--- config.mk ---
export PLATFORM = sky130hd
export DESIGN_NAME = wis_ctrl
export DESIGN_NICKNAME = d
export VERILOG_FILES = /design/src/rtl/core/wis_pkg.sv /design/src/rtl/core/wis_ctrl.sv
export SDC_FILE = /design/constraint.sdc
export NUM_CORES = 1
export LEC_CHECK = 0
export BUFFER_PORTS_ARGS = -buffer_cell sky130_fd_sc_hd__clkbuf_2
export CORE_AREA = 2 2 39 41
export DETAILED_ROUTE_END_ITERATION = 12
export DIE_AREA = 0 0 41 43
export GPL_TIMING_DRIVEN = 0
export PLACE_DENSITY = 0.69
export SLEW_MARGIN = 5
export SYNTH_ARGS = -nofsm -noshare
export SYNTH_HDL_FRONTEND = slang
export SYNTH_SLANG_ARGS = --single-unit
--- constraint.sdc ---
create_clock -name i_clk -period 5.4 [get_ports i_clk]
set_clock_uncertainty 0.2 [all_clocks]
set_input_delay 0.27 -clock i_clk [delete_from_list [all_inputs] [get_ports i_clk]]
set_output_delay 0.27 -clock i_clk [all_outputs]
set_load 0.01 [all_outputs]
--- src/rtl/core/wis_pkg.sv ---
package wis_pkg;

    // Table geometry and arithmetic widths.
    localparam int TABLE_ENTRIES = 256;
    localparam int IDX_BITS      = $clog2(TABLE_ENTRIES);
    localparam int CNT_BITS      = IDX_BITS + 1;
    localparam int WEIGHT_BITS   = 16;
    localparam int SUM_BITS      = 24;
    localparam int U_BITS        = 32;
    localparam int OUT_BITS      = 8;
    localparam int COL_BITS      = 9;
    localparam int CFG_IDX_BITS  = 2;
    localparam int CFG_DATA_BITS = 9;
    localparam int DIV_CNT_BITS  = $clog2(IDX_BITS);

    // Action codes of an input word.
    localparam logic [1:0] ACT_LOAD  = 2'd0;
    localparam logic [1:0] ACT_DRAW  = 2'd1;
    localparam logic [1:0] ACT_CLEAR = 2'd2;

    // Configuration register indexes.
    localparam logic [CFG_IDX_BITS-1:0] CFG_WITH_REPL = 2'd0;
    localparam logic [CFG_IDX_BITS-1:0] CFG_COL_COUNT = 2'd1;

    typedef struct packed {
        logic [1:0]             action;
        logic [WEIGHT_BITS-1:0] weight;
        logic [U_BITS-1:0]      uniform;
    } t_in_word;

    typedef struct packed {
        logic [OUT_BITS-1:0] row;
        logic [OUT_BITS-1:0] column;
        logic [OUT_BITS-1:0] flat_index;
        logic                empty_res;
    } t_res_word;

    // Commands from the controller to the datapath.
    typedef struct packed {
        logic load;
        logic clear;
        logic capture;
        logic mul;
        logic srch_rd;
        logic srch_cmp;
        logic walk_init;
        logic walk;
        logic div_init;
        logic div_step;
        logic emit;
        logic emit_empty;
    } t_dp_cmd;

    // Status from the datapath to the controller.
    typedef struct packed {
        logic empty;
        logic srch_done;
        logic walk_done;
        logic div_done;
    } t_dp_stat;

endpackage

--- src/rtl/core/wis_ctrl.sv ---
module wis_ctrl (
    input  logic              i_clk,
    input  logic              i_rst_n,
    input  logic              start,
    input  logic [1:0]        i_action,
    input  logic              i_with_repl,
    input  wis_pkg::t_dp_stat i_stat,
    output wis_pkg::t_dp_cmd  o_cmd,
    output logic              busy
);
    import wis_pkg::*;

    typedef enum logic [6:0] {
        S_IDLE     = 7'b0000001,
        S_MUL      = 7'b0000010,
        S_SRCH_RD  = 7'b0000100,
        S_SRCH_CMP = 7'b0001000,
        S_WALK     = 7'b0010000,
        S_DIV      = 7'b0100000,
        S_DONE     = 7'b1000000
    } t_state;

    t_state r_state;
    t_state n_state;

    always_ff @(posedge i_clk) begin
        if (!i_rst_n) begin
            r_state <= S_IDLE;
        end else begin
            r_state <= n_state;
        end
    end

    always_comb begin
        n_state = r_state;
        o_cmd   = '0;
        case (r_state)
            S_IDLE: begin
                if (start) begin
                    case (i_action)
                        ACT_LOAD:  o_cmd.load  = 1'b1;
                        ACT_CLEAR: o_cmd.clear = 1'b1;
                        ACT_DRAW: begin
                            if (i_stat.empty) begin
                                o_cmd.emit_empty = 1'b1;
                            end else begin
                                o_cmd.capture = 1'b1;
                                n_state       = S_MUL;
                            end
                        end
                        default: ;
                    endcase
                end
            end
            S_MUL: begin
                o_cmd.mul = 1'b1;
                n_state   = S_SRCH_RD;
            end
            S_SRCH_RD: begin
                if (!i_stat.srch_done) begin
                    o_cmd.srch_rd = 1'b1;
                    n_state       = S_SRCH_CMP;
                end else if (!i_with_repl) begin
                    o_cmd.walk_init = 1'b1;
                    n_state         = S_WALK;
                end else begin
                    o_cmd.div_init = 1'b1;
                    n_state        = S_DIV;
                end
            end
            S_SRCH_CMP: begin
                o_cmd.srch_cmp = 1'b1;
                n_state        = S_SRCH_RD;
            end
            S_WALK: begin
                if (i_stat.walk_done) begin
                    o_cmd.div_init = 1'b1;
                    n_state        = S_DIV;
                end else begin
                    o_cmd.walk = 1'b1;
                end
            end
            S_DIV: begin
                o_cmd.div_step = 1'b1;
                if (i_stat.div_done) begin
                    n_state = S_DONE;
                end
            end
            S_DONE: begin
                o_cmd.emit = 1'b1;
                n_state    = S_IDLE;
            end
            default: n_state = S_IDLE;
        endcase
    end

    assign busy = (r_state != S_IDLE);

    // Walk never meets divide or emit; DONE ends in idle; capture leads to mul.
    a_walk_in_state: assert property (@(posedge i_clk) disable iff (!i_rst_n)
        (o_cmd.walk || o_cmd.walk_init) |-> !o_cmd.div_step && !o_cmd.emit)
        else $error("walk command overlaps division or emit");
    a_done_to_idle: assert property (@(posedge i_clk) disable iff (!i_rst_n)
        (r_state == S_DONE) |=> !busy)
        else $error("controller did not return to idle after a result");
    a_capture_mul: assert property (@(posedge i_clk) disable iff (!i_rst_n)
        o_cmd.capture |=> o_cmd.mul)
        else $error("captured draw not followed by the product step");

endmodule

==> Implementation_results.wiki, run 1 <==
{| class="wikitable"
! Metric !! Value
|-
| Result of the run || completed
|-
| Area share of fa/ha/maj cells after synthesis || 0%
|-
| Count of hold-fix buffers inserted at cts || 0
|-
| Top reg by flops || r_state
|-
| Number of H-tree levels || 1
|-
| Total chip power || 115.0 uW
|-
| Die span in y || 43 um
|-
| Most common flop cell mapped by yosys || dfxtp_1
|-
| Async set or reset register ratio after synthesis || 0%
|-
| Most frequent cells after synthesis || dfxtp_1, nor3_1, nand2_1, nor2_1, nor3b_1
|-
| Fraction of synthesized cell area in xor and xnor cells || 1.897%
|-
| Largest net degree at the start of global routing || 8
|-
| Crit Path Class || register to output port
|-
| Ratio of cells with drive above 1 in the final layout || 33.33%
|-
| Aggregate routed wire length || 1076 um
|-
| Registers with the most flip-flops || r_state (7)
|-
| Period utilization || 49.02%
|-
| Total nets after synthesis || 68
|-
| Width of the die || 41 um
|-
| Largest family of logic cells by synthesized area || simple AND/OR/NAND/NOR gates
|-
| Final Hold Vio Count || 0
|-
| I/O Pins || 23
|-
| Number of max-cap violations || 0
|-
| WP data arrival || 2.18 ns
|-
| Simple-gate share of the synthesized area || 50.14%
|-
| Crit start category || register
|-
| TritonCTS clock tree || yes
|-
| Vias per inst || 5.160
|-
| Clock Sink Count || 7
|-
| Core Area || 1384 um2
|-
| Number of pins exceeding their max-slew limit in the final report || 0
|-
| Post-detailed-route wirelength per cell || 10.76 um
|-
| Count of unresolved DRC violations after routing || 0
|-
| Global route overflow || 0
|-
| Cells taking the most area after synthesis || dfxtp_1, nor3_1, nor3b_1
|-
| RSZ-0062 raised after global routing || no
|-
| Max VDD drop || 103.7 uV
|-
| Worst-case headroom to the max-slew limit || 75.92%
|-
| Number of standard-cell rows in the floorplan || 14
|-
| Warning count from the yosys run || 0
|-
| Number of unique standard cell types used by synthesis || 29
|-
| Shortest clock period the worst path allows after layout || 2.647 ns
|-
| Clock transition time at the flip-flop clock pins of the worst setup and hold paths || 0.05 ns
|-
| Critical path fanouts, max || 7
|-
| Crit path required time || 4.93 ns
|-
| Layout overhead on the synthesized area || 33.88%
|-
| LEAKAGE || 0.2842 nW
|-
| Initial core utilization || 33.36%
|-
| Inserted Clock Buffers || 3
|-
| Kind of end point of the critical path || output port
|-
| Share of cell area taken by muxes after synthesis || 0%
|-
| Number of cells upsized or downsized after cts || 0
|-
| Gr usage total || 13.47%
|-
| Worst hold path class || input pin to register
|-
| Count of routing violations after the opening detailed-route iteration || 6
|-
| Sequential-to-total area share from yosys stat || 30.35%
|-
| Placer Congestion || 0.8193
|-
| Number of iterations in the first detailed-routing pass || 3
|-
| Worst skew pair latency || 0.25 ns
|-
| Power Dens Cells || 186.1 nW/um2
|-
| Flip-flop count of the largest register, all copies and words added || 7
|-
| Setup TNS || 0 ns
|-
| Residual antenna-violating net count after detailed routing || 0
|-
| Initial antenna violation count || 0
|-
| Via count of the first global-routing pass || 410
|-
| Setup violations, final || 0
|-
| Via count || 516
|-
| Clock Tree Root || clkbuf_4
|-
| Number of nets in the final layout || 95
|-
| CTS Buffer Depth || 2
|-
| Post-CTS setup buffer count || 0
|-
| Area fraction of the dominant cell type after synthesis || 30.35%
|-
| Count of flip-flops with a built-in enable after synthesis || 0
|-
| HPWL after DPL || 871.5 um
|-
| Synthesized flop and latch total || 7
|-
| Area of the die || 1763 um2
|-
| Fmax || 377.8 MHz
|-
| Transition time at the pin with the least slew margin || 0.3574 ns
|-
| Gate count of the mapped netlist || 58
|-
| Synthesized area per cell || 7.960 um2
|-
| Number of antenna diodes || 0
|-
| Wire length of the first global-routing pass || 1642 um
|-
| Count of port buffers added during placement || 22
|-
| Leading area contributor after synthesis || dfxtp_1
|-
| Area fraction in compound gates after synthesis || 15.18%
|-
| Summed instance area of the synthesized netlist || 461.7 um2
|}
-- metrics by stage --
| step | worst slack (ns) | hold slack [ns] | util (%) | cell area, um2 | std cells |
|---|---|---|---|---|---|
| floorplan | 3.036 | 0.1490 | - | 461.7 | 58 |
| global placement | 3.049 | 0.2826 | 42.77 | 591.8 | 96 |
| detailed placement | 3.012 | 0.2811 | 42.77 | 591.8 | 96 |
| CTS | 2.738 | 0.01832 | 44.67 | 618.1 | 100 |
| global route | 2.607 | 0.01280 | 44.67 | 618.1 | 100 |
| finish | 2.753 | 0.02162 | 44.67 | 618.1 | 100 |
-- report_power, final --
group | internal [mW] | total [mW] | switching [mW]
clock network | 0.0282 | 0.0469 | 0.0188
registers | 0.0522 | 0.0529 | 0.000724
logic | 0.00683 | 0.0151 | 0.00831
-- worst max-delay path: stages, from the launching register on --
cell	delay, ns
dfxtp_1	0.36
or4_4	0.57
or4b_1	0.47
clkbuf_1	0.17
nor4_1	0.19
clkbuf_2	0.18
-- layout by cell type (no fill, tap or decap), types with 2 or more instances in the layout --
cell and n:
a21oi_1 2, and3_1 2, clkbuf_1 2, clkbuf_2 22
clkbuf_4 3, dfxtp_1 7, inv_1 2, nand2_1 6
nor2_1 6, nor3_1 7, nor3b_1 4, o21ai_0 2
-- per-layer routing --
layer,GRT usage [%],wire length [um],share of wire [%]
met1,17.42,511,47
met3,3.141,63,5.9
met5,0,0,0
met2,20.31,501,47
met4,6.000,0,0
-- final timing paths --
| path | slack (ns) | cells past startpoint | start | end |
|---|---|---|---|---|
| max | 2.75 | 5 | r_state[4]$_SDFFE_PN0P_ | o_cmd[11] |
| min | 0.02 | 2 | i_stat[2] | r_state[3]$_SDFFE_PN0P_ |
| max reg2reg | 3.30 | 4 | r_state[4]$_SDFFE_PN0P_ | r_state[4]$_SDFFE_PN0P_ |
| min reg2reg | 0.37 | 1 | r_state[6]$_SDFFE_PN0P_ | r_state[0]$_SDFFE_PN1P_ |
-- kinds of logic after synthesis --
logic type / Yosys count
and+or+nand+nor: 37
AOI/OAI and AO/OA: 10
buffers and inverters: 3
xor gates and xnor gates: 1
DFF: 7
-- area by class of cell --
class                      count  area, um2
timing repair buffer          22      110.1
buffer                         1      3.754
inverter                       2      7.507
multi-input combinational     48      310.3
tap                           16      20.02
clock buffer                   4      26.28
fill                         145      765.7
sequential                     7      140.1
No activity file was read; power rests on OpenSTA's default activity.
==> inputs of run 2 (changes only) <==
Settings changed: PLACE_DENSITY 0.69 to 0.72.
Clock period 5.4 ns to 2.3 ns, I/O delays scaled along.
==> run 2 against run 1 <==
Compared with the run above: the run now ends with negative setup slack left; total power rose by 150%; critical path depth fell by 1; critical path type unchanged; largest cell class unchanged; combinational power rose to 3.1 times the previous value; wire length rose by 10%; flip-flop and latch count unchanged; final cell count grew 6.0%; worst setup slack got worse by 2.8 ns; critical endpoint is now o_cmd[5]; first-iteration DRC count down 83%.
==> Implementation_results.wiki, run 2 (synthesized netlist as in run 1, its figures left out) <==
{| class="wikitable"
! Metric !! Value
|-
| Result of the run || finished with violations
|-
| Violated checks || negative setup slack
|-
| Crit path required time || 1.99 ns
|-
| RSZ-0062 raised after global routing || yes
|-
| Max VDD drop || 161.7 uV
|-
| Number of pins exceeding their max-slew limit in the final report || 0
|-
| LEAKAGE || 0.3287 nW
|-
| Worst-case headroom to the max-slew limit || 75.39%
|-
| Setup violations, final || 2
|-
| Initial antenna violation count || 0
|-
| Number of H-tree levels || 1
|-
| Ratio of cells with drive above 1 in the final layout || 43.33%
|-
| Critical-path cell list || or4_4 -> or4b_4 -> nor3b_4 -> buf_2
|-
| Crit path largest cell delay || 0.55 ns
|-
| Width of the die || 41 um
|-
| Core Area || 1384 um2
|-
| FF-to-FF path depth || 6
|-
| Period utilization || 103.2%
|-
| Clock transition time at the flip-flop clock pins of the worst setup and hold paths || 0.05 ns
|-
| Power Dens Cells || 391.7 nW/um2
|-
| Top reg by flops || r_state
|-
| CTS Buffer Depth || 2
|-
| Crit start category || register
|-
| Transition time at the pin with the least slew margin || 0.3653 ns
|-
| Count of port buffers added during placement || 22
|-
| Inserted Clock Buffers || 3
|-
| Worst skew pair latency || 0.25 ns
|-
| HPWL after DPL || 844.8 um
|-
| Placer Congestion || 0.8224
|-
| TritonCTS clock tree || yes
|-
| Clock Tree Root || clkbuf_4
|-
| Kind of end point of the critical path || output port
|-
| Post-detailed-route wirelength per cell || 11.18 um
|-
| Area of the die || 1763 um2
|-
| Gr usage total || 15.39%
|-
| Final core utilization || 52.08%
|-
| Number of standard-cell rows in the floorplan || 14
|-
| Number of antenna diodes || 0
|-
| Wire length of the first global-routing pass || 1766 um
|-
| Residual antenna-violating net count after detailed routing || 0
|-
| Number of iterations in the first detailed-routing pass || 2
|-
| Crit path setup slack, layout || -0.07394 ns
|-
| Vias per inst || 5.208
|-
| Fmax || 421.2 MHz
|-
| Flip-flop count of the largest register, all copies and words added || 7
|-
| I/O Pins || 23
|-
| Most frequent cells in the layout || clkbuf_2, nand2_1, buf_2
|-
| Number of cells on the critical path || 4
|-
| Aggregate routed wire length || 1185 um
|-
| Fillers || 133
|-
| Final cell area excluding filler cells || 720.7 um2
|-
| Global route overflow || 0
|-
| Number of max-cap violations || 0
|-
| Highest-delay cell along the critical path || or4b_4
|-
| Layout overhead on the synthesized area || 56.10%
|-
| Most common cell after layout, fill and taps aside || clkbuf_2
|-
| Number of nets in the final layout || 101
|-
| Registers with the most flip-flops || r_state (7)
|-
| Worst R2R End || r_state[4]$_SDFFE_PN0P_
|-
| Critical Path Sink || o_cmd[5]
|-
| Crit Path Class || register to output port
|-
| WP data arrival || 2.06 ns
|-
| Die span in y || 43 um
|-
| Shortest clock period the worst path allows after layout || 2.374 ns
|-
| Initial core utilization || 33.36%
|-
| Via count of the first global-routing pass || 467
|-
| Via count || 552
|-
| Largest net degree at the start of global routing || 8
|-
| Worst hold path class || input pin to register
|-
| Instance area after placement || 591.8 um2
|-
| Count of routing violations after the opening detailed-route iteration || 1
|-
| Largest delay contributor family on the critical path || simple AND/OR/NAND/NOR gates
|-
| Final Hold Vio Count || 0
|-
| Critical path startpoint || r_state[5]$_SDFFE_PN0P_
|-
| Critical path fanouts, max || 5
|-
| Clock Sink Count || 7
|-
| Count of unresolved DRC violations after routing || 0
|-
| Buffering stage count on the worst path with inverters included || 1
|-
| Worst setup slack for register-to-register paths || 0.08 ns
|-
| Reg2Reg Launch Point || r_state[5]$_SDFFE_PN0P_
|}
==> run 2: repair_timing <==
| item | 4_1_cts | 5_1_grt |
|---|---|---|
| hold endpoints to repair | 5 | 0 |
| pin swaps | 4 | 3 |
| hold buffers | 3 | 0 |
| buffers inserted | 5 | 0 |
| endpoints found under the setup margin | 7 | 7 |
| gates resized for setup | 9 | 9 |
==> run 2: where the power goes <==
group	internal [mW]	total, mW	switching (mW)	leakage, nW
clock network	0.0663	0.113	0.0465	0.0150
registers	0.121	0.123	0.00156	0.0579
logic	0.0222	0.0465	0.0244	0.256
total	0.210	0.282	0.0724	0.329
==> run 2: layout make-up <==
cell class	count	area (um2)	share of cell area, %
clock buffer	4	26.28	3.646
inverter	2	7.507	1.042
multi-input combinational	48	347.8	48.26
sequential	7	145.1	20.14
tap	16	20.02	2.778
timing repair buffer	29	173.9	24.13
==> run 2: worst min path at each step <==
stage               from                      end  depth (start not counted)
6_report           start  r_state[1]$_SDFFE_PN0P_                          3
5_1_grt        i_stat[1]  r_state[4]$_SDFFE_PN0P_                          3
4_1_cts            start  r_state[1]$_SDFFE_PN0P_                          3
3_5_place_dp   i_stat[2]  r_state[3]$_SDFFE_PN0P_                          2
3_3_place_gp   i_stat[2]  r_state[3]$_SDFFE_PN0P_                          2
2_1_floorplan  i_stat[2]  r_state[3]$_SDFFE_PN0P_                          1
==> run 2: stage by stage <==
stage                     hold slack [ns]  total power [mW]  setup WS, ns  std cells   TNS, ns
after detailed placement           0.1252            0.1622       0.09981         96         0
after global placement             0.1269            0.1616       0.09381         96         0
after CTS                         0.02395            0.2836      -0.08410        107   -0.1205
after floorplan                 -0.005988            0.1447       0.09066         58         0
final                             0.04194            0.2823      -0.07394        106  -0.09815
after global routing              0.06898            0.2967       -0.1308        106   -0.4148
==> run 2: layer usage <==
layer | track usage (%) | vias up | wire length, um
met5 | 0 | - | 0
met2 | 25.00 | 21 | 582
met4 | 10.00 | 0 | 16
met1 | 16.83 | 245 | 509
li1 | - | 284 | -
met3 | 3.141 | 2 | 76
==> run 2: worst min-delay path, delay by kind of cell <==
kind          cells  cell delay, ns
buf+inv           1            0.10
simple gates      2            0.23
==> inputs of run 3 (changes only) <==
--- a/constraint.sdc
+++ b/constraint.sdc
@@ -4,2 +4,2 @@
 set_output_delay 0.115 -clock i_clk [all_outputs]
-set_load 0.01 [all_outputs]
+set_load 0.1 [all_outputs]
==> run 3 against run 2 <==
Compared with the run above: the run still ends with negative setup slack left; register-to-register slack got worse by 0.13 ns; clock power about the same; non-clock buffer count increased by 4; first-iteration DRC count increased to 4.0 times the previous value; wire length increased by 20%; critical endpoint unchanged; largest cell class unchanged.
==> Implementation_results.wiki, run 3 (synthesized netlist as in run 1, its figures left out) <==
{| class="wikitable"
! Metric !! Value
|-
| Result of the run || finished with violations
|-
| Violated checks || negative setup slack
|-
| Clock Sink Count || 7
|-
| Worst-case headroom to the max-slew limit || 63.90%
|-
| Period utilization || 112.2%
|-
| Transition time at the pin with the least slew margin || 0.5438 ns
|-
| Crit path largest cell delay || 0.60 ns
|-
| Share of power burned in the clock network || 34.1%
|-
| WP data arrival || 2.27 ns
|-
| Power Dens Cells || 342.8 nW/um2
|-
| HPWL after DPL || 938.3 um
|-
| Via count || 579
|-
| Global route overflow || 0
|-
| Ratio of cells with drive above 1 in the final layout || 51.06%
|-
| Clock transition time at the flip-flop clock pins of the worst setup and hold paths || 0.05 ns
|-
| Crit Path Class || register to output port
|-
| Highest-delay cell along the critical path || or4b_4
|-
| Worst hold path class || input pin to register
|-
| Crit path required time || 1.99 ns
|-
| Most frequent cells in the layout || clkbuf_2, buf_4, clkbuf_16
|-
| Final Hold Vio Count || 0
|-
| RSZ-0062 raised after global routing || yes
|-
| Setup violations, final || 9
|-
| Psw || 104.8 uW
|-
| Count of unresolved DRC violations after routing || 0
|-
| Number of H-tree levels || 1
|-
| Kind of end point of the critical path || output port
|-
| Max VDD drop || 244.5 uV
|-
| LEAKAGE || 0.4037 nW
|-
| Setup TNS || -1.360 ns
|-
| Shortest clock period the worst path allows after layout || 2.580 ns
|-
| TritonCTS clock tree || yes
|-
| Switching Share || 31.91%
|-
| Clock Tree Root || clkbuf_4
|-
| Largest delay contributor family on the critical path || simple AND/OR/NAND/NOR gates
|-
| Residual antenna-violating net count after detailed routing || 0
|-
| Wire length of the first global-routing pass || 2166 um
|-
| Worst skew pair latency || 0.25 ns
|-
| I/O Pins || 23
|-
| Aggregate routed wire length || 1419 um
|-
| Placer Congestion || 0.8065
|-
| Most common cell after layout, fill and taps aside || clkbuf_2
|-
| Number of pins exceeding their max-slew limit in the final report || 0
|-
| Area of the die || 1763 um2
|-
| Flip-flop count of the largest register, all copies and words added || 7
|-
| Number of iterations in the first detailed-routing pass || 2
|-
| Width of the die || 41 um
|-
| CTS Buffer Depth || 2
|-
| Internal cell power || 223.7 uW
|-
| Crit path setup slack, layout || -0.2804 ns
|-
| Top reg by flops || r_state
|-
| Crit start category || register
|-
| Inserted Clock Buffers || 3
|-
| Core Area || 1384 um2
|-
| Number of nets in the final layout || 105
|-
| Largest net degree at the start of global routing || 8
|-
| Number of antenna diodes || 0
|-
| Registers with the most flip-flops || r_state (7)
|-
| Flop pwr share || 37.1%
|-
| Number of max-cap violations || 0
|-
| Gate power share || 28.7%
|-
| Vias per inst || 5.264
|-
| Fmax || 387.5 MHz
|-
| Layout overhead on the synthesized area || 107.6%
|-
| Gr usage total || 18.35%
|-
| Count of port buffers added during placement || 22
|-
| Setup slack at placement || -0.2643 ns
|-
| Count of routing violations after the opening detailed-route iteration || 4
|-
| Die span in y || 43 um
|-
| Post-detailed-route wirelength per cell || 12.90 um
|-
| Via count of the first global-routing pass || 530
|-
| Initial antenna violation count || 0
|-
| Number of standard-cell rows in the floorplan || 14
|-
| Initial core utilization || 33.36%
|-
| Critical path fanouts, max || 5
|-
| Critical-path cell list || or4_4 -> or4b_4 -> nor3b_4 -> clkbuf_16
|-
| Buffering stage count on the worst path with inverters included || 1
|}
run 3: cell count changes in the layout (fill, tap and decap cells not counted), moves of 3 or more:
cell and change:
buf_2 -5, nor3_4 +3, clkbuf_2 -3, clkbuf_16 +7, buf_4 +5
run 3: per-stage QoR:
| step | hold slack [ns] | cell area, um2 | std cells | util (%) | total power [mW] |
|---|---|---|---|---|---|
| finish | 0.04332 | 958.4 | 110 | 69.26 | 0.3286 |
| global route | 0.07191 | 958.4 | 110 | 69.26 | 0.3433 |
| CTS | 0.04546 | 923.4 | 106 | 66.73 | 0.3297 |
| detailed placement | 0.1564 | 705.7 | 96 | 50.99 | 0.2051 |
| global placement | 0.1575 | 705.7 | 96 | 50.99 | 0.2040 |
| floorplan | -0.005689 | 575.6 | 58 | - | 0.1843 |
run 3: tightest hold or removal path, stage by stage:
cell	delay, ns
clkbuf_2	0.12
nor3_4	0.05
o21a_1	0.17
run 3: cell type report:
cell class / count / area [um2]
multi-input cells: 48 / 405.4
fillers: 110 / 425.4
clock buffers: 4 / 26.28
repair buffers: 33 / 350.3
inverters: 2 / 7.507
well taps: 16 / 20.02
flip-flops and latches: 7 / 148.9
run 3: per-layer routing:
metal	routed length [um]	track usage, %	part of all wire, %	vias to the layer above
li1	-	-	-	294
met1	550	19.22	39	258
met2	766	31.25	54	23
met3	82	4.188	5.8	4
met4	19	10.00	1.3	0
met5	0	0	0	-
run 3: worst paths after layout:
path / startpoint / endpoint / slack (ns) / cells past startpoint
worst max-delay path: r_state[4]$_SDFFE_PN0P_ / o_cmd[5] / -0.28 / 4
worst min-delay path: i_stat[1] / r_state[4]$_SDFFE_PN0P_ / 0.04 / 3
worst max register to register: r_state[4]$_SDFFE_PN0P_ / r_state[4]$_SDFFE_PN0P_ / -0.05 / 6
worst min register to register: r_state[6]$_SDFFE_PN0P_ / r_state[0]$_SDFFE_PN1P_ / 0.37 / 1
run 3: power groups by stage:
stage               registers (mW)  clock network, mW  logic [mW]
global placement             0.127                  0      0.0772
global route                 0.122              0.122      0.0993
floorplan                    0.126                  0      0.0579
CTS                          0.123              0.114      0.0931
detailed placement           0.127                  0      0.0782
finish                       0.122              0.112      0.0944
run 3: timing repair:
action / in CTS / in global routing
hold buffers: 3 / 0
hold endpoints to repair: 5 / 0
endpoints found under the setup margin: 8 / 8
pin swaps: 3 / 4
buffers inserted: 4 / 4
gates resized for setup: 26 / 4
